[config.mk]
export PLATFORM = sky130hd
export DESIGN_NAME = omd_cordic_cell
export DESIGN_NICKNAME = d
export VERILOG_FILES = /design/src/rtl/omd_pkg.sv /design/src/rtl/omd_cordic_cell.sv
export SDC_FILE = /design/constraint.sdc
export NUM_CORES = 1
export LEC_CHECK = 0
export ABC_AREA = 1
export BUFFER_PORTS_ARGS = -buffer_cell sky130_fd_sc_hd__buf_2
export CORE_MARGIN = 1.5
export CORE_UTILIZATION = 45
export DETAILED_ROUTE_END_ITERATION = 6
export HOLD_SLACK_MARGIN = 0.08
export PLACE_DENSITY = 0.68
export SYNTH_ARGS = -nofsm -noshare
export SYNTH_HDL_FRONTEND = slang
export SYNTH_SLANG_ARGS = --single-unit
export TNS_END_PERCENT = 10
[constraint.sdc]
create_clock -name clk -period 2.5 [get_ports clk]
set_input_delay 0.375 -clock clk [delete_from_list [all_inputs] [get_ports clk]]
set_output_delay 0.375 -clock clk [all_outputs]
set_load 0.1 [all_outputs]
[src/rtl/omd_pkg.sv]
// Package for the odometry motion decomposition block: beat types, constants,
// CORDIC arctangent table and small angle helpers. No dependencies.
`default_nettype none
package omd_pkg;

	localparam int CordicStepsDef = 16;
	localparam int CordicMax      = 24;

	localparam logic signed [17:0] PiQ13    = 18'sd25736;
	localparam logic signed [17:0] TwoPiQ13 = 18'sd51472;
	localparam logic signed [17:0] HalfPiQ13 = 18'sd12868;
	localparam logic signed [31:0] PiQ24    = 32'sd52707179;

	localparam logic [1:0] RegTurnGain = 2'd0;
	localparam logic [1:0] RegMoveGain = 2'd1;
	localparam logic [1:0] RegMinMove  = 2'd2;
	localparam logic [1:0] RegMinTurn  = 2'd3;

	typedef struct packed {
		logic               command;
		logic signed [31:0] pos_x;
		logic signed [31:0] pos_y;
		logic signed [15:0] heading;
	} in_beat_t;

	typedef struct packed {
		logic               moved;
		logic signed [31:0] translation;
		logic signed [15:0] first_turn;
		logic signed [15:0] second_turn;
		logic        [13:0] first_turn_spread;
		logic        [23:0] move_spread;
		logic        [13:0] second_turn_spread;
	} out_beat_t;

	// CORDIC datapath word handed from cell to cell
	typedef struct packed {
		logic signed [43:0] x;
		logic signed [43:0] y;
		logic signed [31:0] z;
	} cordic_t;

	function automatic logic signed [31:0] atan_q24(input logic [4:0] i);
		logic signed [31:0] r;
		case (i)
			5'd0: r = 32'sd13176795;
			5'd1: r = 32'sd7778716;
			5'd2: r = 32'sd4110060;
			5'd3: r = 32'sd2086331;
			5'd4: r = 32'sd1047214;
			5'd5: r = 32'sd524117;
			5'd6: r = 32'sd262123;
			5'd7: r = 32'sd131069;
			default: r = 32'sd1 <<< (5'd24 - i);
		endcase
		return r;
	endfunction

	// Wrap into [-pi, pi]; input within +-3*pi
	function automatic logic signed [17:0] wrap1(input logic signed [17:0] v);
		logic signed [17:0] r;
		r = v;
		if (v > PiQ13) r = v - TwoPiQ13;
		else if (v < -PiQ13) r = v + TwoPiQ13;
		return r;
	endfunction

endpackage
`default_nettype wire

[src/rtl/omd_cordic_cell.sv]
// One CORDIC vectoring cell: a fixed micro-rotation, registered output.
// Depends on omd_pkg.
`default_nettype none
module omd_cordic_cell import omd_pkg::*; #(
	parameter int Shift = 0
) (
	input  wire            clk,
	input  wire cordic_t   d,
	output cordic_t        q_s1
);
	localparam logic [4:0] Idx = 5'(Shift);
	cordic_t n;

	// rotate toward the x axis
	always_comb begin
		if (d.y > 0) begin
			n.x = d.x + (d.y >>> Shift);
			n.y = d.y - (d.x >>> Shift);
			n.z = d.z + atan_q24(Idx);
		end else begin
			n.x = d.x - (d.y >>> Shift);
			n.y = d.y + (d.x >>> Shift);
			n.z = d.z - atan_q24(Idx);
		end
	end

	always_ff @(posedge clk) begin
		q_s1 <= n;
	end
endmodule
`default_nettype wire

## Yosys cells after proc, flatten, opt, wreduce, memory -nomap -nowiden

Index checks and enable logic that the tools add are counted.

| operators by class | value |
|---|---|
| muxes and demuxes | 1 |
| add/subtract/negate cells | 5 |
| order comparisons | 1 |

Operators by type and width:

| kind | count |
|---|---|
| 120-bit two-way mux | 1 |
| 44-bit subtractor | 2 |
| 44-bit adder | 1 |
| 44-bit by 1-bit > comparator with 1-bit output (second input constant) | 1 |
| 32-bit by 25-bit adder with 32-bit output (second input constant) | 1 |
| 32-bit by 25-bit subtractor with 32-bit output (second input constant) | 1 |

| storage, ports and cells | value |
|---|---|
| output and inout bits | 120 |
| logic and storage cells | 10 |
| register bits after elaboration | 120 |
| input port bits | 121 |

## Depth between registers and ports, before layout

| depth | value |
|---|---|
| depth in word-level cells | 2 |
| depth in mapped cells | 22 |

## Least setup slack after synthesis

Ideal clock, no wire load.

| timing | value |
|---|---|
| path type | input-to-reg |
| start point | input d[60] (netlist bit) |
| end point | register q_s1[21] (netlist bit) |
| library setup time | 112 ps |
| arrival time | 2559 ps |
| slack | -171 ps |
| buffers on the path | 2 |
| cell stages on the path | 20 |
| path through | inv_1 nand3_1 nor3_1 nand2_1 nor2_1 nand2_1 nand2_4 buf_4 buf_4 ha_1 nand3_1 nand3_1 a21oi_1 o21ai_2 nand2_1 nand2_1 nand3_1 nand2_1 nand2_1 nand2_1 |

RTL lines:

| item | line | RTL |
|---|---|---|
| from (decl) | omd_cordic_cell.sv:8 | `input wire cordic_t d,` |
| to (signal assigned) | omd_cordic_cell.sv:28 | `q_s1 <= n;` |
| to (decl) | omd_cordic_cell.sv:9 | `output cordic_t q_s1` |

==> implementation parameters <==
Parameter                              Value

Outcome
  Run status ... complete, but fails checks
  Failing checks ... negative setup slack

Floorplanning
  I/O pin total ... 241
  Effective utilization at floorplan ... 45.8%
  Core Footprint ... 33,600 um2
  Die span in y ... 188 um
  Die width ... 188 um
  Count of standard-cell rows ... 67
  Die area ... 35,300 um2

Setup path
  Required time worst endpoint ... 2.84 ns
  Classification of the worst setup path ... input pin to register
  Delay contributed by the slowest stage of the critical path ... 0.30 ns
  Startpoint of the worst setup timing path ... d[65]
  Worst-path cell chain ... buf_2 > inv_1 > nand4_1 > nor3_4 > nand2_2 > nor2_4 > nand2_2 > nand2_4 > buf_12 > buf_12 > ha_2 > a21oi_2 > o21ai_1 > buf_4 > a21oi_1 > nand3_1 > xor2_1
  Critical path peak fanout ... 9
  Sort of element at the end of the critical path ... register
  Worst setup path end ... q_s1[26]
  Cell with the largest stage delay on the worst path ... ha_2
  Arrival time of data at the critical path endpoint ... 2.92 ns
  Crit start category ... input pin

Clock tree
  CTS tree ... done
  H-tree depth ... 4
  Inserted Clock Buffers ... 17
  CTS root buf ... clkbuf_16
  Clock slew seen by the registers of the worst setup and hold paths ... 0.06 ns
  Post-cts hold buffer count ... 0
  Deepest clock path buffer count ... 2
  Total number of clock tree sinks ... 119

Synth
  Summed instance area of the synthesized netlist ... 15,400 um2
  Synthesized net count ... 2,984
  Biggest area consumer among synthesized cells ... nand2_1
  Synthesis-stage register bit count ... 119
  Synth warnings ... 0
  Gate count after technology mapping ... 2,700
  Ys flop type ... dfxtp_1
  Average cell area after synthesis ... 5.70 um2
  Unique cell type count in the Yosys netlist ... 40
  Share of synthesized registers carrying an async set or reset ... 0%
  EDFF count, synth ... 0
  Fraction of the yosys area taken by sequential cells ... 15.5%
  Area share of the largest cell type after synthesis ... 21.6%
  Area contributors post-synth ... nand2_1 22%, dfxtp_1 15%, ha_1 13%

Routing
  Wirelength, routed ... 69.2 mm
  Routed via count divided by cell count ... 5.23
  Post-route DRC ... 0
  Drt first-iter violations ... 1,797
  Drt first pass iters ... 6
  Vias ... 20,200
  WL per Instance ... 18.0 um
  Post-detailed-route count of antenna-violating nets ... 0

STA
  Max Slew Vio Count ... 0
  RSZ-0062 raised after global routing ... yes
  Tcrit/Tclk final ... 103%
  Fmax ... 388 MHz
  Worst slew margin ... 38.0%
  Final setup TNS ... -0.287 ns
  Min setup slack post-route ... -0.0788 ns
  # setup viols final ... 10
  Worst Max-Slew Pin Slew ... 0.929 ns
  Final hold violation count ... 0
  Minimum clock period after layout ... 2.58 ns

Job
  Count of maximum capacitance violations ... 0

Global routing
  Overall Global Routing Usage ... 38.5%
  GR Overflow Total ... 0
  Initial antenna violation count ... 0
  Number of global-route vias before repair ... 19,400
  Wire length of the first global-routing pass ... 104 mm
  Maximum number of pins on one net before global-route repair ... 88

Cells and area
  Number of inserted filler cells in the final layout ... 3,256
  Max reg flops ... 119
  Area of the multi-input gates ... 11,400 um2
  Fraction of layout cells with a size suffix above 1 ... 28.1%
  Register with the most flip-flops ... q_s1
  Area taken by flip-flops and latches ... 2380 um2
  Growth of design area from synthesis to finish ... 40.0%
  Antenna diode count ... 0
  Leading cell type in the layout, fill and taps excluded ... nand2_1
  Net count reported at finish ... 3,674
  Commonest cells after routing, fill and taps aside ... 873 x nand2_1, 485 x buf_4, 438 x inv_1
  Biggest registers after layout ... q_s1 (119)

Power
  Maximum vdd drop ... 0.000753 V
  Leakage Power ... 12.2 nW
  Power, Total ... 12.8 mW
  Cell Pwr Density ... 592 nW/um2

Placement
  Routability congestion estimate from global placement ... 1.07
  Number of buffers inserted by port buffering ... 240
  Pre-CTS setup slack ... -0.917 ns
  Final HPWL DP ... 58.6 mm

Hold path
  Hold WC Path Type ... input pin to register
==> cells in the mapped netlist, types with 2 or more instances <==
cell type,n
xnor2_1,5
nor3_1,18
or2_0,2
inv_2,7
o21a_1,10
nor3_2,3
nand3_1,246
o21ai_2,4
o21ai_1,23
nor2_1,237
dfxtp_1,119
nand2_2,25
a21o_1,4
ha_1,159
buf_6,15
nand2_1,886
nand2_4,2
nor2_4,4
nand4_1,31
xor2_1,54
a21oi_2,6
fa_1,4
a21oi_1,161
o21bai_1,33
nor2_2,40
nand3_2,7
buf_2,15
o21ai_0,91
inv_1,441
buf_4,30
o211ai_1,3
a21boi_0,2
nor4_1,3
and2_1,4
==> per-stage QoR <==
step                      utilization, %  std cells  hold WS [ns]  instance area (um2)
after floorplan                        -       2700         0.432                15500
after global placement              61.0       3816         0.589                20500
after CTS                           63.5       3849         0.124                21300
after global routing                64.1       3851         0.134                21600
final                               64.1       3851         0.132                21600
after detailed placement            61.0       3816         0.591                20500
==> cells by family (layout without fill, tap and decap cells) <==
group / count (synthesis) / count (layout) / share of synthesized area, %
simple gates: 1511 / 1511 / 41.6
buf+inv: 509 / 1212 / 14.0
compound gates: 339 / 339 / 12.2
fa+ha+maj: 163 / 163 / 13.4
flops: 119 / 119 / 15.5
xor+xnor: 59 / 59 / 3.36
==> area by class of cell <==
cell class                 instances  share of cell area [%]
clock buffer                      17                    1.97
clock inverter                    15                   0.789
inverter                         449                    7.87
multi-input combinational       2072                    52.7
sequential                       119                    11.0
tap                              448                    2.60
timing repair buffer             731                    23.0
==> routing by layer <==
metal  part of all wire (%)  wire, um  up-vias  GRT usage [%]
li1                       -         -     9817              -
met1                     42     29400     9271           49.7
met2                     46     31500      914           63.9
met3                    7.3      5040      153           4.21
met4                    4.7      3230        0           18.2
met5                      0         0        -              0
==> worst min-delay path by stage <==
stage | startpoint | endpoint | depth (start not counted)
2_1_floorplan | d[0] | q_s1[0] | 1
3_3_place_gp | d[0] | q_s1[0] | 2
3_5_place_dp | d[0] | q_s1[0] | 2
4_1_cts | d[0] | q_s1[0] | 2
5_1_grt | d[0] | q_s1[0] | 2
6_report | d[0] | q_s1[0] | 2
==> power breakdown <==
part           leakage (nW)  internal (mW)  switching, mW
clock                 0.292           1.49           1.15
sequential             1.00           2.27          0.108
combinational          10.9           2.12           5.61
==> worst max-delay path: cells and delay by family <==
| family | cells | cell delay, ns |
|---|---|---|
| AO/OA/AOI/OAI | 3 | 0.40 |
| XOR/XNOR | 1 | 0.15 |
| adder cells (fa/ha/maj) | 1 | 0.30 |
| buffers and inverters | 5 | 0.58 |
| AND/OR/NAND/NOR | 7 | 1.10 |
==> timing repair <==
item	CTS	global route
endpoints found under the hold margin	0	0
pin swaps	11	11
gates resized for setup	51	50
setup endpoints to repair	26	25
buffers inserted	1	2
No activity file was read; power rests on OpenSTA's default activity.
