$ cat src/rtl/omd_pkg.sv
// Package for the odometry motion decomposition block: beat types, constants,
// CORDIC arctangent table and small angle helpers. No dependencies.
`default_nettype none
package omd_pkg;

	localparam int CordicStepsDef = 16;
	localparam int CordicMax      = 24;

	localparam logic signed [17:0] PiQ13    = 18'sd25736;
	localparam logic signed [17:0] TwoPiQ13 = 18'sd51472;
	localparam logic signed [17:0] HalfPiQ13 = 18'sd12868;
	localparam logic signed [31:0] PiQ24    = 32'sd52707179;

	localparam logic [1:0] RegTurnGain = 2'd0;
	localparam logic [1:0] RegMoveGain = 2'd1;
	localparam logic [1:0] RegMinMove  = 2'd2;
	localparam logic [1:0] RegMinTurn  = 2'd3;

	typedef struct packed {
		logic               command;
		logic signed [31:0] pos_x;
		logic signed [31:0] pos_y;
		logic signed [15:0] heading;
	} in_beat_t;

	typedef struct packed {
		logic               moved;
		logic signed [31:0] translation;
		logic signed [15:0] first_turn;
		logic signed [15:0] second_turn;
		logic        [13:0] first_turn_spread;
		logic        [23:0] move_spread;
		logic        [13:0] second_turn_spread;
	} out_beat_t;

	// CORDIC datapath word handed from cell to cell
	typedef struct packed {
		logic signed [43:0] x;
		logic signed [43:0] y;
		logic signed [31:0] z;
	} cordic_t;

	function automatic logic signed [31:0] atan_q24(input logic [4:0] i);
		logic signed [31:0] r;
		case (i)
			5'd0: r = 32'sd13176795;
			5'd1: r = 32'sd7778716;
			5'd2: r = 32'sd4110060;
			5'd3: r = 32'sd2086331;
			5'd4: r = 32'sd1047214;
			5'd5: r = 32'sd524117;
			5'd6: r = 32'sd262123;
			5'd7: r = 32'sd131069;
			default: r = 32'sd1 <<< (5'd24 - i);
		endcase
		return r;
	endfunction

	// Wrap into [-pi, pi]; input within +-3*pi
	function automatic logic signed [17:0] wrap1(input logic signed [17:0] v);
		logic signed [17:0] r;
		r = v;
		if (v > PiQ13) r = v - TwoPiQ13;
		else if (v < -PiQ13) r = v + TwoPiQ13;
		return r;
	endfunction

endpackage
`default_nettype wire

$ cat src/rtl/omd_isqrt.sv
// Bit-serial integer square root, one result bit per cycle over 64-bit operands.
// Depends on omd_pkg for nothing but house style imports.
`default_nettype none
module omd_isqrt import omd_pkg::*; (
	input  wire         clk,
	input  wire         arst_n,
	input  wire         start,
	input  wire  [63:0] radicand,
	output logic [31:0] root_q,
	output logic        done_q
);
	logic [63:0] rem_q;
	logic [63:0] res_q;
	logic [63:0] bit_q;
	logic        busy_q;
	logic [63:0] trial;

	assign trial = res_q + bit_q;

	// restoring square root, one bit pair a cycle
	always_ff @(posedge clk or negedge arst_n) begin
		if (!arst_n) begin
			busy_q <= 1'b0;
			done_q <= 1'b0;
		end else begin
			done_q <= 1'b0;
			if (start) begin
				busy_q <= 1'b1;
			end else if (busy_q && bit_q == 64'd0) begin
				busy_q <= 1'b0;
				done_q <= 1'b1;
			end
		end
	end

	always_ff @(posedge clk) begin
		if (start) begin
			rem_q <= radicand;
			res_q <= '0;
			bit_q <= 64'd1 << 62;
		end else if (busy_q && bit_q != 64'd0) begin
			if (rem_q >= trial) begin
				rem_q <= rem_q - trial;
				res_q <= (res_q >> 1) + bit_q;
			end else begin
				res_q <= res_q >> 1;
			end
			bit_q <= bit_q >> 2;
		end
	end

	assign root_q = res_q[31:0];
endmodule
`default_nettype wire

$ cat config.mk
export PLATFORM = sky130hd
export DESIGN_NAME = omd_isqrt
export DESIGN_NICKNAME = d
export VERILOG_FILES = /design/src/rtl/omd_pkg.sv /design/src/rtl/omd_isqrt.sv
export SDC_FILE = /design/constraint.sdc
export NUM_CORES = 1
export LEC_CHECK = 0
export BUFFER_PORTS_ARGS = -buffer_cell sky130_fd_sc_hd__buf_2
export CAP_MARGIN = 20
export CORE_ASPECT_RATIO = 1.1
export CORE_MARGIN = 4
export CORE_UTILIZATION = 46
export CTS_BUF_LIST = sky130_fd_sc_hd__clkbuf_2
export CTS_CLUSTER_DIAMETER = 120
export DETAILED_ROUTE_END_ITERATION = 16
export PLACE_DENSITY = 0.59
export SYNTH_ARGS = -nofsm -noshare
export SYNTH_HDL_FRONTEND = slang
export SYNTH_SLANG_ARGS = --single-unit
$ cat constraint.sdc
create_clock -name clk -period 12.25 [get_ports clk]
set_input_delay 0.6125 -clock clk [delete_from_list [all_inputs] [get_ports clk]]
set_output_delay 0.6125 -clock clk [all_outputs]
set_load 0.01 [all_outputs]
== Word level (Yosys, flattened, before mapping) ==
Cells that the tools add are included.
Word-level totals
  register bits: 162
  input bits: 67
  output and inout bits: 33
  logic and storage cells: 25
Cells by class
  add/subtract/negate cells: 3
  $lt $le $gt $ge: 1
  muxes and demuxes: 8
  reduce and logical (&&, ||, !) cells: 8
Operators by type and width (number)
  $mux 64: 4
  $add 63x63->64: 1
  $add 64x63->64: 1
  $ge 64x64->1: 1
  $logic_not 64->1: 1
  $reduce_bool 64->1: 1
  $sub 64x64->64: 1
  $reduce_bool 2->1: 3
  $mux 1: 4
  $logic_and 1x1->1: 2
  $reduce_and 2->1: 1

== Logic depth before layout (Yosys ltp) ==
Gate-level depths: netlist of the first run.
  depth after elaboration: 5
  mapped depth: 26
  depth with buffers taken out: 23

== Worst setup path after synthesis of the first run ==
OpenSTA, ideal clock, no wires.
  kind: register to register
  start point: reg res_q[12]
  end point: reg rem_q[0], enable pin
  library setup time: 574 ps
  arrival: 8875 ps
  data required time: 11676 ps
  setup slack: 2800 ps
  stages on the path, launching flop included: 22
  path buffers: 3
  clock period less this slack: 9450 ps
  path through: dfxtp_1 > ha_1 > a31oi_1 > o21ai_1 > a31o_2 > a21o_1 > or3b_1 > a211oi_1 > nor2_1 > o21ai_0 > xor2_1 > ha_1 > buf_2 > nand2_1 > nor4_1 > nor2b_1 > o21ai_0 > a31oi_1 > nor3b_2 > buf_2 > buf_2 > o21ai_0
Between the ends
  cells in the longest elaborated chain, start to end: 4
Ends and longest elaborated chain
  start, declared: RTL line omd_isqrt.sv:13  | logic [63:0] res_q;
  start signal, assigned: RTL line omd_isqrt.sv:44  | res_q <= (res_q >> 1) + bit_q;
  start signal, assigned: RTL line omd_isqrt.sv:46  | res_q <= res_q >> 1;
  $add 64x63->64: RTL line omd_isqrt.sv:18  | assign trial = res_q + bit_q;
  $ge 64x64->1: RTL line omd_isqrt.sv:42  | if (rem_q >= trial) begin
  $reduce_bool 2->1 (no line)
  $reduce_and 2->1 (no line)
  end signal, assigned: RTL line omd_isqrt.sv:38  | rem_q <= radicand;
  end signal, assigned: RTL line omd_isqrt.sv:43  | rem_q <= rem_q - trial;
  end, declared: RTL line omd_isqrt.sv:12  | logic [63:0] rem_q;
Every way passes these cells.
A chain may end at the register's enable or synchronous reset.

== Final worst setup path of the first run ==
  start point: reg res_q[12]
  end point: reg rem_q[19], enable pin
The elaborated chain is that of the path after synthesis.

==> results of run 1 <==
==> cell families (layout without fill, tap and decap cells) <==
kind of cell,after synthesis,count (layout)
adder cells (fa/ha/maj),131,131
AND/OR/NAND/NOR,631,631
other,0,1
XOR/XNOR,170,170
flip-flops,162,162
AO/OA/AOI/OAI,643,643
buffers and inverters,174,228
multiplexers,16,16
==> cell usage in the layout (no fill, tap or decap), drive strengths merged, types with 5 or more instances in the layout <==
cell type	instances
nor4	22
a31o	18
nand2	265
a21boi	5
nand4	54
a21oi	128
or3	11
o31ai	16
a21o	57
clkinv	5
o21bai	21
clkbuf	18
a221o	5
nor3	29
dfxtp	96
nor2b	10
a211oi	13
dlygate4sd3	55
a31oi	59
and4	8
nor2	135
o21ai	201
and2	12
mux2i	13
xnor2	93
buf	106
edfxtp	64
nand2b	14
o22ai	7
nand3	33
o211ai	15
o21a	22
and3	18
xor2	77
a221oi	5
ha	130
inv	43
nor3b	6
a22o	33
==> cell type report <==
cell class	count	share of cell area, %
clock buffer	18	0.5518
tap	426	3.265
antenna	1	0.01533
sequential	162	23.85
clock inverter	14	0.7128
inverter	35	0.8047
multi-input combinational	1591	64.06
timing repair buffer	161	6.744
==> worst min-delay path: stages <==
cell and delay (ns):
buf_2 0.08, nand2_1 0.07, o21ai_0 0.09
==> final timing paths <==
kind	startpoint	end	slack [ns]	depth (start not counted)
min in group asynchronous	arst_n	done_q	0.54	3
min reg2reg	res_q[0]	res_q[0]	0.52	2
min	radicand[40]	rem_q[40]	0.06	3
max reg2reg	res_q[12]	rem_q[19]	5.69	20
max	res_q[12]	rem_q[19]	5.69	20
max in group asynchronous	arst_n	busy_q	11.59	3
==> power by group through the flow <==
stage | registers (mW) | logic [mW] | clock network, mW
after global placement | 0.900 | 2.09 | 0
after floorplan | 0.840 | 1.64 | 0
final | 0.884 | 2.13 | 0.296
after global routing | 0.900 | 2.34 | 0.323
after CTS | 0.885 | 2.11 | 0.307
after detailed placement | 0.896 | 2.09 | 0
==> routing by layer <==
| layer | routed length, µm | up-vias |
|---|---|---|
| li1 | - | 7160 |
| met5 | 0 | - |
| met2 | 23360 | 337 |
| met3 | 1532 | 91 |
| met1 | 19450 | 6728 |
| met4 | 1685 | 0 |
==> registers in the layout (all words and copies together) (netlist names) <==
| register | count |
|---|---|
| bit_q | 32 |
| busy_q | 1 |
| done_q | 1 |
| rem_q | 64 |
| res_q | 64 |
==> timing repair <==
item | in CTS | in global routing
hold buffers | 55 | 0
endpoints found under the hold margin | 55 | 0
gates resized for setup | 0 | 0
==> key figures, run 1 <==
Synthesis
  • Post-synth EDFFs: 64
  • Combinational family with the most area after synthesis: compound AO/OA/AOI/OAI gates
  • Syn_area_per_cell: 7.857 µm²
  • Yosys warns: 0
  • Synth top area share: 12.69%
  • Multiplexer share of the synthesized area: 1.083%
  • Fraction of registers with async set or reset after synthesis: 1.235%
  • Most frequent cell after synthesis: nand2_1
  • Post-Synth XOR/XNOR Area: 9.834%
  • Mapped Area: 0.01514 mm²
  • Mapped Cells: 1927
  • Post-synthesis compound-gate area fraction: 27.69%
  • Sequential element share of the synthesized area: 25.72%
  • Top_reg_cell synth: dfxtp_1
  • Synth Register Bits: 162
  • Synth cell count leaders: nand2_1 (265), o21ai_0 (172), nor2_1 (135)
  • Top post-synthesis cells by area: dfxtp_1 (13%), edfxtp_1 (13%), ha_1 (11%)
  • Post-Syn Nets: 2125
  • Yosys top cell by area: dfxtp_1
  • Simple-Gate Fraction of Synth Area: 19.43%
  • Area share of fa/ha/maj cells after synthesis: 10.88%
  • Yosys cell types: 88

Layout
  • FILL cells: 3240
  • Post-layout util: 50.43%
  • Post-Layout Inst Area: 0.01633 mm²
  • Nets: 2166
  • Layout cells sized above 1: 9.844%
  • Finished Layout Cells: 2408
  • Register Area: 0.003894 mm²
  • Area Growth Syn to Fin: 7.826%
  • Area of the multi-input gates: 0.01046 mm²

Power
  • Power Total: 3.308 mW
  • Switching part of the total: 50.74%
  • Clock network fraction of design power: 8.9%
  • Leakage: 6.436 nW
  • Reg power frac: 26.7%
  • Switching power: 1.678 mW
  • Peak supply drop: 116.6 µV
  • Part of the power in combinational logic: 64.3%
  • Pwr Density: 202.6 mW/mm²
  • Pint: 1.629 mW

Timing
  • Final min period: 6.563 ns
  • Worst slew pin tran: 0.8854 ns
  • Setup slack after layout: 5.687 ns
  • Final Skew: 0.06199 ns
  • RSZ-0062 raised after global routing: no
  • F_max: 0.1524 GHz
  • Final setup TNS: 0 ns
  • Hold Fails Final Rpt: 0
  • Relative slew slack: 40.97%
  • Final worst path period share: 53.57%
  • Setup Viol. Count Final: 0
  • Final Slew Violations: 0
  • Hold slack final: 0.06337 ns

Placement
  • Routability cong.: 0.9609
  • Cells after DPL: 2320
  • Setup WS pre-CTS: 5.748 ns
  • PortBufs: 99
  • Final HPWL DP: 35.42 mm
  • DP Area: 0.01557 mm²

Setup path
  • Crit. End Element: flop
  • Req. time, crit path: 12.74 ns
  • CP Launch Type: flop
  • Worst path slowest cell: buf_4
  • Crit path DAT: 7.05 ns
  • Buf+Inv Stages, Crit Path: 2
  • CP Class: reg2reg
  • CP top delay family: compound AO/OA/AOI/OAI gates
  • Slowest stage delay, CP: 0.71 ns
  • Worst-path maximum fanout: 64
  • CP Cell Sequence: ha_1 > a31oi_1 > o21ai_1 > a31o_2 > a21o_1 > or3b_1 > a211oi_1 > nor2_1 > o21ai_0 > xor2_1 > ha_1 > nand2_1 > nor4_1 > nor2b_1 > o21ai_0 > a31oi_1 > nor3b_4 > buf_4 > o21ai_4 > buf_4

Route
  • WL/cell: 19.12 µm
  • Final wirelength: 46.03 mm
  • Via count: 14320
  • Number of remaining DRC errors: 0
  • Pre-Repair DR Iteration Count: 6
  • DR iter-0 viols: 1059
  • Via density: 5.945
  • DRT antenna net count: 0

Die
  • IO Pins: 100
  • Die W: 181.0 µm
  • CORE AREA: 0.03237 mm²
  • Starting Density: 46.77%
  • Die area: 0.03588 mm²
  • Chip height: 198.3 µm
  • Rows: 69

Clock network
  • H-tree Lvls: 4
  • Clock latency on the worst-skew pair: 0.88 ns
  • Deepest clock path buffer count: 2
  • CTS tree: built
  • CTS sink count: 162
  • TritonCTS Buffers: 17
  • Clk root buf: clkbuf_2
  • Clock-pin slew on the worst setup and hold paths: 0.30 ns
  • Post-CTS Setup Repair Bufs: 0

Global routing
  • Initial antenna violation count: 1
  • Pin count of the biggest net entering global routing: 65
  • Grt met3 use: 3.417%
  • First-pass GRT wire length: 72.86 mm
  • GRT Util Overall: 24.99%
  • Met1 usage: 29.05%
  • Met2 Resource Use GR: 46.32%
  • Global route overflow: 0
  • Vias in the first global route: 14090
  • Most Crowded Layer GR: met2

Run
  • MaxCap Viol Count: 0

Worst hold path
  • Hold Path Class: in2reg

Outcome
  • Status: complete, no violations
(Power assumes the default switching activity.)
==> run 2: changes to the inputs <==
- ABC_AREA: unset -> 1
- clock period: 12.25 -> 6.75 ns (I/O delays scaled with it)
==> run 2 against run 1 <==
Net effect:
- via count increased by 60%
- first-iteration DRC count increased by 100%
- die area is 28% higher
- count of clock-buffer cells in the layout down 1
- utilization grew 2.1 points
- sequential power grew 120%
- area after synthesis up 29%
- combinational power rose to 3.1 times the previous value
- worst setup slack worse by 4.5 ns
- sequential share of layout area shrank 6.0 points
- final cell count grew 73%
- wire length grew 77%
- largest cell class unchanged
==> key figures, run 2 <==
Outcome
  • Status: complete, no violations (unchanged)

Die
  • Rows: 78 (was 69)
  • IO Pins: 100 (unchanged)
  • Starting Density: 46.92% (was 46.77%)
  • Die area: 0.04577 mm² (was 0.03588 mm²)
  • Chip height: 224.0 µm (was 198.3 µm)
  • Die W: 204.4 µm (was 181.0 µm)
  • CORE AREA: 0.04157 mm² (was 0.03237 mm²)

Power
  • Part of the power in combinational logic: 72.0% (was 64.3%)
  • Pwr Density: 414.6 mW/mm² (was 202.6 mW/mm²)
  • Switching part of the total: 58.72% (was 50.74%)
  • Peak supply drop: 307.3 µV (was 116.6 µV)
  • Reg power frac: 21.4% (was 26.7%)
  • Clock network fraction of design power: 6.6% (was 8.9%)
  • Power Total: 9.061 mW (was 3.308 mW)
  • Pint: 3.741 mW (was 1.629 mW)
  • Leakage: 9.964 nW (was 6.436 nW)
  • Switching power: 5.321 mW (was 1.678 mW)

Setup path
  • CP Class: reg2reg (unchanged)
  • Req. time, crit path: 7.54 ns (was 12.74 ns)
  • CP Launch Type: flop (unchanged)
  • Crit. End Element: flop (unchanged)
  • Crit path DAT: 6.34 ns (was 7.05 ns)
  • Worst-path maximum fanout: 51 (was 64)
  • R2R setup slack: 1.21 ns (was 5.69 ns)

Placement
  • Setup WS pre-CTS: 1.352 ns (was 5.748 ns)
  • PortBufs: 99 (unchanged)
  • Final HPWL DP: 66.07 mm (was 35.42 mm)
  • Routability cong.: 1.100 (was 0.9609)

Clock network
  • Clk root buf: clkbuf_2 (unchanged)
  • CTS tree: built (unchanged)
  • Post-cts sizing count: 0 (unchanged)
  • H-tree Lvls: 4 (unchanged)
  • CTS sink count: 162 (unchanged)
  • Deepest clock path buffer count: 2 (unchanged)
  • Clock latency on the worst-skew pair: 1.13 ns (was 0.88 ns)
  • TritonCTS Buffers: 17 (unchanged)
  • Clock-pin slew on the worst setup and hold paths: 0.30 ns (about the same)

Route
  • Via density: 5.509 (was 5.945)
  • DRT antenna net count: 0 (unchanged)
  • Via count: 22950 (was 14320)
  • Number of remaining DRC errors: 0 (unchanged)
  • DR iter-0 viols: 2130 (was 1059)
  • WL/cell: 19.56 µm (was 19.12 µm)
  • Final wirelength: 81.46 mm (was 46.03 mm)
  • Pre-Repair DR Iteration Count: 6 (unchanged)

Synthesis
  • Fraction of registers with async set or reset after synthesis: 1.235% (unchanged)
  • Synth Register Bits: 162 (unchanged)
  • Mapped Area: 0.01951 mm² (was 0.01514 mm²)
  • Yosys cell types: 52 (was 88)
  • Synth top area share: 21.43% (was 12.69%)
  • Synth cell count leaders: nand2_1 (1114), inv_1 (522), nor2_1 (378) (was nand2_1 (265), o21ai_0 (172), nor2_1 (135))
  • Yosys top cell by area: nand2_1 (was dfxtp_1)
  • Post-Syn Nets: 3613 (was 2125)
  • Top post-synthesis cells by area: nand2_1 (21%), inv_1 (10%), dfxtp_1 (9.9%) (was dfxtp_1 (13%), edfxtp_1 (13%), ha_1 (11%))
  • Post-synth EDFFs: 64 (unchanged)
  • Mapped Cells: 3415 (was 1927)
  • Top_reg_cell synth: dfxtp_1 (unchanged)
  • Most frequent cell after synthesis: nand2_1 (unchanged)
  • Yosys warns: 0 (unchanged)
  • Syn_area_per_cell: 5.713 µm² (was 7.857 µm²)
  • Sequential element share of the synthesized area: 19.96% (was 25.72%)

Timing
  • Setup Viol. Count Final: 0 (unchanged)
  • Final worst path period share: 82.09% (was 53.57%)
  • Hold slack final: 0.1082 ns (was 0.06337 ns)
  • F_max: 0.1805 GHz (was 0.1524 GHz)
  • Hold Fails Final Rpt: 0 (unchanged)
  • Final Skew: 0.05486 ns (was 0.06199 ns)
  • Worst slew pin tran: 0.8972 ns (was 0.8854 ns)
  • Final min period: 5.541 ns (was 6.563 ns)
  • Relative slew slack: 40.19% (was 40.97%)
  • RSZ-0062 raised after global routing: no (unchanged)
  • Final Slew Violations: 0 (unchanged)
  • Setup slack after layout: 1.209 ns (was 5.687 ns)
  • Final setup TNS: 0 ns (unchanged)

Global routing
  • Vias in the first global route: 22140 (was 14090)
  • Pin count of the biggest net entering global routing: 74 (was 65)
  • Initial antenna violation count: 1 (unchanged)
  • Global route overflow: 0 (unchanged)
  • GRT Util Overall: 35.02% (was 24.99%)
  • First-pass GRT wire length: 123.3 mm (was 72.86 mm)

Run
  • MaxCap Viol Count: 0 (unchanged)

Layout
  • Area of the multi-input gates: 0.01314 mm² (was 0.01046 mm²)
  • Nets: 3789 (was 2166)
  • Most frequent cells in the layout: nand2_1 (1114), inv_1 (521), nor2_1 (377), nand3_1 (314), o21ai_0 (173) (was nand2_1 (265), o21ai_0 (171), nor2_1 (135), ha_1 (130), a21oi_1 (125))
  • Most common cell after layout, fill and taps aside: nand2_1 (unchanged)
  • Area Growth Syn to Fin: 12.02% (was 7.826%)
  • Register Area: 0.003894 mm² (unchanged)
  • Biggest regs: rem_q: 64 flops, res_q: 64 flops, bit_q: 32 flops (unchanged)
  • FILL cells: 4460 (was 3240)
  • Layout cells sized above 1: 5.827% (was 9.844%)

Worst hold path
  • Hold Path Class: in2reg (unchanged)
run 2: kinds of logic (layout without fill, tap and decap cells):
| logic type | Yosys count | in the layout | share of synthesized area [%] |
|---|---|---|---|
| AND/OR/NAND/NOR | 1964 | 1964 | 42.09 |
| XOR/XNOR | 82 | 82 | 3.681 |
| flip-flops | 162 | 162 | 19.96 |
| buffers and inverters | 614 | 803 | 12.83 |
| other | 0 | 1 | 0 |
| adder cells (fa/ha/maj) | 131 | 131 | 8.440 |
| AO/OA/AOI/OAI | 462 | 462 | 13.00 |
run 2: what timing repair did:
item | 4_1_cts | 5_1_grt
hold buffers | 130 | 0
buffers inserted | 0 | 0
hold endpoints to repair | 122 | 0
run 2: worst max-delay path, stage by stage (launching register included):
cell,delay (ns)
dfxtp_1,0.48
ha_1,0.39
nand2_1,0.10
nor2_1,0.16
inv_1,0.13
nor2_1,0.11
inv_1,0.12
nor3_1,0.65
o21ai_0,0.25
nand3b_1,0.22
xor2_1,0.32
ha_1,0.28
nand2_1,0.14
nor2_2,0.13
inv_2,0.06
nor2_2,0.16
nand2_2,0.10
nor3_4,0.15
nand2_4,0.29
a31oi_4,0.60
buf_12,0.35
run 2: worst paths after layout:
kind / from / endpoint / cells past startpoint
worst min register to register: res_q[0] / res_q[0] / 2
worst min-delay path: radicand[40] / rem_q[40] / 4
worst max register to register: res_q[36] / rem_q[51] / 20
min in group asynchronous: arst_n / busy_q / 4
max in group asynchronous: arst_n / done_q / 4
worst max-delay path: res_q[36] / rem_q[51] / 20
run 2: cell type report:
type	count	share of cell area [%]
Antenna cell	1	0.01145
Clock buffer	17	0.3893
Clock inverter	15	0.6355
Inverter	531	9.121
Multi-Input combinational cell	2639	60.11
Sequential cell	162	17.82
Tap cell	560	3.206
Timing Repair Buffer	240	8.714
run 2: per-layer routing:
metal | routed length [µm] | share of wire (%) | vias to the layer above | global-route usage (%)
met1 | 32330 | 40 | 10460 | 43.03
met5 | 0 | 0 | - | 0
met2 | 38360 | 47 | 975 | 59.26
met3 | 5470 | 6.7 | 227 | 4.097
met4 | 5288 | 6.5 | 0 | 20.13
li1 | - | - | 11290 | -
run 2: power by group through the flow:
stage | combinational [mW] | sequential [mW] | clock (mW)
after detailed placement | 6.27 | 1.94 | 0
final | 6.52 | 1.94 | 0.595
after global placement | 6.22 | 1.92 | 0
after CTS | 6.37 | 1.92 | 0.606
after global routing | 7.23 | 1.97 | 0.633
after floorplan | 4.67 | 1.77 | 0
run 2: metrics by stage:
step | util (%) | instances | cell area, µm²
floorplan | - | 3415 | 19520
global placement | 48.89 | 4002 | 20330
detailed placement | 48.89 | 4002 | 20330
CTS | 52.56 | 4164 | 21850
global route | 52.56 | 4165 | 21850
finish | 52.56 | 4165 | 21850
==> run 3: changes to the inputs <==
- ABC_AREA: 1 -> 0
- clock period: 6.75 -> 5.45 ns (I/O delays scaled with it)
==> run 3 against run 2 <==
Net effect:
- first-iteration DRC count is 57% lower
- utilization grew 2.8 points
- largest cell class unchanged
- final cell count fell by 39%
- critical endpoint is now rem_q[63]
- critical path depth is 2 higher
- combinational power shrank 15%
- highest routed layer unchanged
- global-route usage shrank 8.7 points
- wire length down 40%
==> key figures, run 3 (same netlist as run 1, synthesis figures left out) <==
Global routing
  • Global route overflow: 0 (unchanged)
  • Vias in the first global route: 14630 (was 22140)
  • GRT Util Overall: 26.33% (was 35.02%)
  • Pin count of the biggest net entering global routing: 92 (was 74)
  • First-pass GRT wire length: 76.60 mm (was 123.3 mm)
  • Initial antenna violation count: 1 (unchanged)

Outcome
  • Status: complete, no violations (unchanged)

Layout
  • Post-layout util: 55.37% (was 52.56%)
  • Area Growth Syn to Fin: 18.40% (was 12.02%)
  • Layout cells sized above 1: 17.24% (was 5.827%)
  • Most common cell after layout, fill and taps aside: nand2_1 (unchanged)
  • Biggest regs: rem_q: 64 flops, res_q: 64 flops, bit_q: 32 flops (unchanged)
  • Nets: 2285 (was 3789)
  • Most frequent cells in the layout: nand2_1 (264), o21ai_0 (161), nor2_1 (134), a21oi_1 (116), ha_1 (116) (was nand2_1 (1114), inv_1 (521), nor2_1 (377), nand3_1 (314), o21ai_0 (173))

Timing
  • Hold Fails Final Rpt: 0 (unchanged)
  • Final Slew Violations: 0 (unchanged)
  • Final worst path period share: 96.72% (was 82.09%)
  • Relative slew slack: 49.57% (was 40.19%)
  • F_max: 0.1897 GHz (was 0.1805 GHz)
  • Worst slew pin tran: 0.7565 ns (was 0.8972 ns)
  • Setup Viol. Count Final: 0 (unchanged)
  • Final Skew: 0.04917 ns (was 0.05486 ns)
  • Setup slack after layout: 0.1790 ns (was 1.209 ns)
  • Final min period: 5.271 ns (was 5.541 ns)

Setup path
  • CP top delay family: compound AO/OA/AOI/OAI gates (was simple AND/OR/NAND/NOR gates)
  • Worst-path maximum fanout: 8 (was 51)
  • Crit. End Element: flop (unchanged)
  • Req. time, crit path: 6.23 ns (was 7.54 ns)
  • CP Class: reg2reg (unchanged)
  • R2R setup slack: 0.18 ns (was 1.21 ns)
  • Buf+Inv Stages, Crit Path: 0 (was 4)
  • Reg2reg end: rem_q[63] (was rem_q[51])
  • Slowest stage delay, CP: 0.44 ns (was 0.65 ns)
  • Crit path DAT: 6.05 ns (was 6.34 ns)
  • CP Launch Type: flop (unchanged)
  • Worst setup path startpoint: bit_q[12] (was res_q[36])
  • Worst path slowest cell: o311a_1 (was nor3_1)
  • Worst reg2reg path depth: 22 (was 20)
  • CP Cell Sequence: ha_4 > nand4_1 > o21ai_2 > a31o_2 > a21oi_2 > o311a_1 > o32ai_4 > o21ai_1 > a21oi_1 > o21ai_0 > xor2_1 > ha_4 > a21o_1 > a21o_1 > a21oi_2 > nand2_1 > a31oi_2 > o311ai_2 > a221o_1 > a41oi_2 > mux2i_1 > o211a_1 (was ha_1 > nand2_1 > nor2_1 > inv_1 > nor2_1 > inv_1 > nor3_1 > o21ai_0 > nand3b_1 > xor2_1 > ha_1 > nand2_1 > nor2_2 > inv_2 > nor2_2 > nand2_2 > nor3_4 > nand2_4 > a31oi_4 > buf_12)
  • Reg2reg start: bit_q[12] (was res_q[36])

Clock network
  • TritonCTS Buffers: 17 (unchanged)
  • H-tree Lvls: 4 (unchanged)
  • Clock latency on the worst-skew pair: 0.89 ns (was 1.13 ns)
  • Deepest clock path buffer count: 2 (unchanged)
  • CTS tree: built (unchanged)
  • CTS sink count: 162 (unchanged)
  • Clk root buf: clkbuf_2 (unchanged)
  • Clock-pin slew on the worst setup and hold paths: 0.28 ns (was 0.30 ns)

Die
  • Starting Density: 46.77% (was 46.92%)
  • Rows: 69 (was 78)
  • Chip height: 198.3 µm (was 224.0 µm)
  • IO Pins: 100 (unchanged)
  • Die area: 0.03588 mm² (was 0.04577 mm²)
  • CORE AREA: 0.03237 mm² (was 0.04157 mm²)
  • Die W: 181.0 µm (was 204.4 µm)

Route
  • Number of remaining DRC errors: 0 (unchanged)
  • DR iter-0 viols: 926 (was 2130)
  • WL/cell: 19.28 µm (was 19.56 µm)
  • Final wirelength: 48.73 mm (was 81.46 mm)
  • Pre-Repair DR Iteration Count: 5 (was 6)
  • Via density: 5.924 (was 5.509)
  • DRT antenna net count: 0 (unchanged)
  • Via count: 14970 (was 22950)

Power
  • Switching power: 4.015 mW (was 5.321 mW)
  • Switching part of the total: 48.95% (was 58.72%)
  • Pint: 4.186 mW (was 3.741 mW)
  • Part of the power in combinational logic: 67.8% (was 72.0%)
  • Reg power frac: 23.8% (was 21.4%)
  • Leakage: 7.084 nW (was 9.964 nW)
  • Peak supply drop: 267.6 µV (was 307.3 µV)
  • Clock network fraction of design power: 8.5% (was 6.6%)
  • Pwr Density: 457.5 mW/mm² (was 414.6 mW/mm²)

Placement
  • Final HPWL DP: 37.34 mm (was 66.07 mm)
  • Routability cong.: 0.9676 (was 1.100)
  • PortBufs: 99 (unchanged)
  • Setup WS pre-CTS: 0.06089 ns (was 1.352 ns)

Run
  • MaxCap Viol Count: 0 (unchanged)

Worst hold path
  • Hold path start: radicand[44] (was radicand[40])
  • Hold Path Class: in2reg (unchanged)
  • Hold Path Depth: 4 (unchanged)
  • Hold path endpoint: rem_q[44] (was rem_q[40])
==> run 3: power groups by stage <==
stage	Combinational [mW]	Sequential (mW)	Clock, mW
2_1_floorplan	3.78	1.86	0
3_3_place_gp	5.09	1.97	0
3_5_place_dp	5.11	1.97	0
4_1_cts	5.24	1.95	0.716
5_1_grt	6.07	1.98	0.758
6_report	5.56	1.95	0.695
==> run 3: layout make-up <==
| type | count | area [µm²] |
|---|---|---|
| Sequential cell | 162 | 3924 |
| Clock inverter | 15 | 140.1 |
| Tap cell | 426 | 533.0 |
| Inverter | 35 | 131.4 |
| Clock buffer | 17 | 85.08 |
| Fill cell | 3125 | 14450 |
| Timing Repair Buffer | 280 | 2197 |
| Antenna cell | 1 | 2.502 |
| Multi-Input combinational cell | 1591 | 10910 |
==> run 3: through the flow <==
step	hold slack (ns)	cells	setup TNS (ns)	total power [mW]	area, µm²
2_1_floorplan	-0.02309	1927	-2.628	5.638	15410
3_3_place_gp	0.07182	2402	0	7.064	16500
3_5_place_dp	0.07387	2402	0	7.087	16500
4_1_cts	0.1125	2516	0	7.907	17550
5_1_grt	0.1441	2527	-0.2838	8.802	17930
6_report	0.1950	2527	0	8.201	17930
==> run 3: how the worst max path moves through the flow <==
stage                end  slack (ns)  depth (start not counted)
2_1_floorplan   rem_q[0]       -0.04                         22
3_3_place_gp   rem_q[63]        0.11                         22
3_5_place_dp   rem_q[63]        0.06                         23
4_1_cts        rem_q[51]        0.03                         21
5_1_grt        res_q[33]       -0.05                         23
6_report       rem_q[63]        0.18                         22
==> run 3: worst register-to-register path: stages, from the launching register on <==
cell and delay [ns]:
dfxtp_4 0.43, ha_4 0.28, nand4_1 0.18, o21ai_2 0.20
a31o_2 0.24, a21oi_2 0.08, o311a_1 0.44, o32ai_4 0.32
o21ai_1 0.12, a21oi_1 0.15, o21ai_0 0.10, xor2_1 0.34
ha_4 0.29, a21o_1 0.16, a21o_1 0.18, a21oi_2 0.21
nand2_1 0.09, a31oi_2 0.20, o311ai_2 0.18, a221o_1 0.39
a41oi_2 0.24, mux2i_1 0.20, o211a_1 0.15
==> run 3: routing by layer <==
metal	up-vias	global-route usage (%)	routed length (µm)
li1	7390	-	-
met1	7174	30.84	20420
met2	339	49.60	25150
met3	67	3.215	1709
met4	0	9.202	1440
met5	-	0	0
==> run 3: timing repair <==
| item | in CTS | in global routing |
|---|---|---|
| gates cloned | 0 | 2 |
| buffers inserted | 0 | 8 |
| gates resized for setup | 2 | 58 |
| setup endpoints to repair | 1 | 130 |
| pin swaps | 1 | 11 |
| hold buffers | 82 | 0 |
| endpoints found under the hold margin | 67 | 0 |
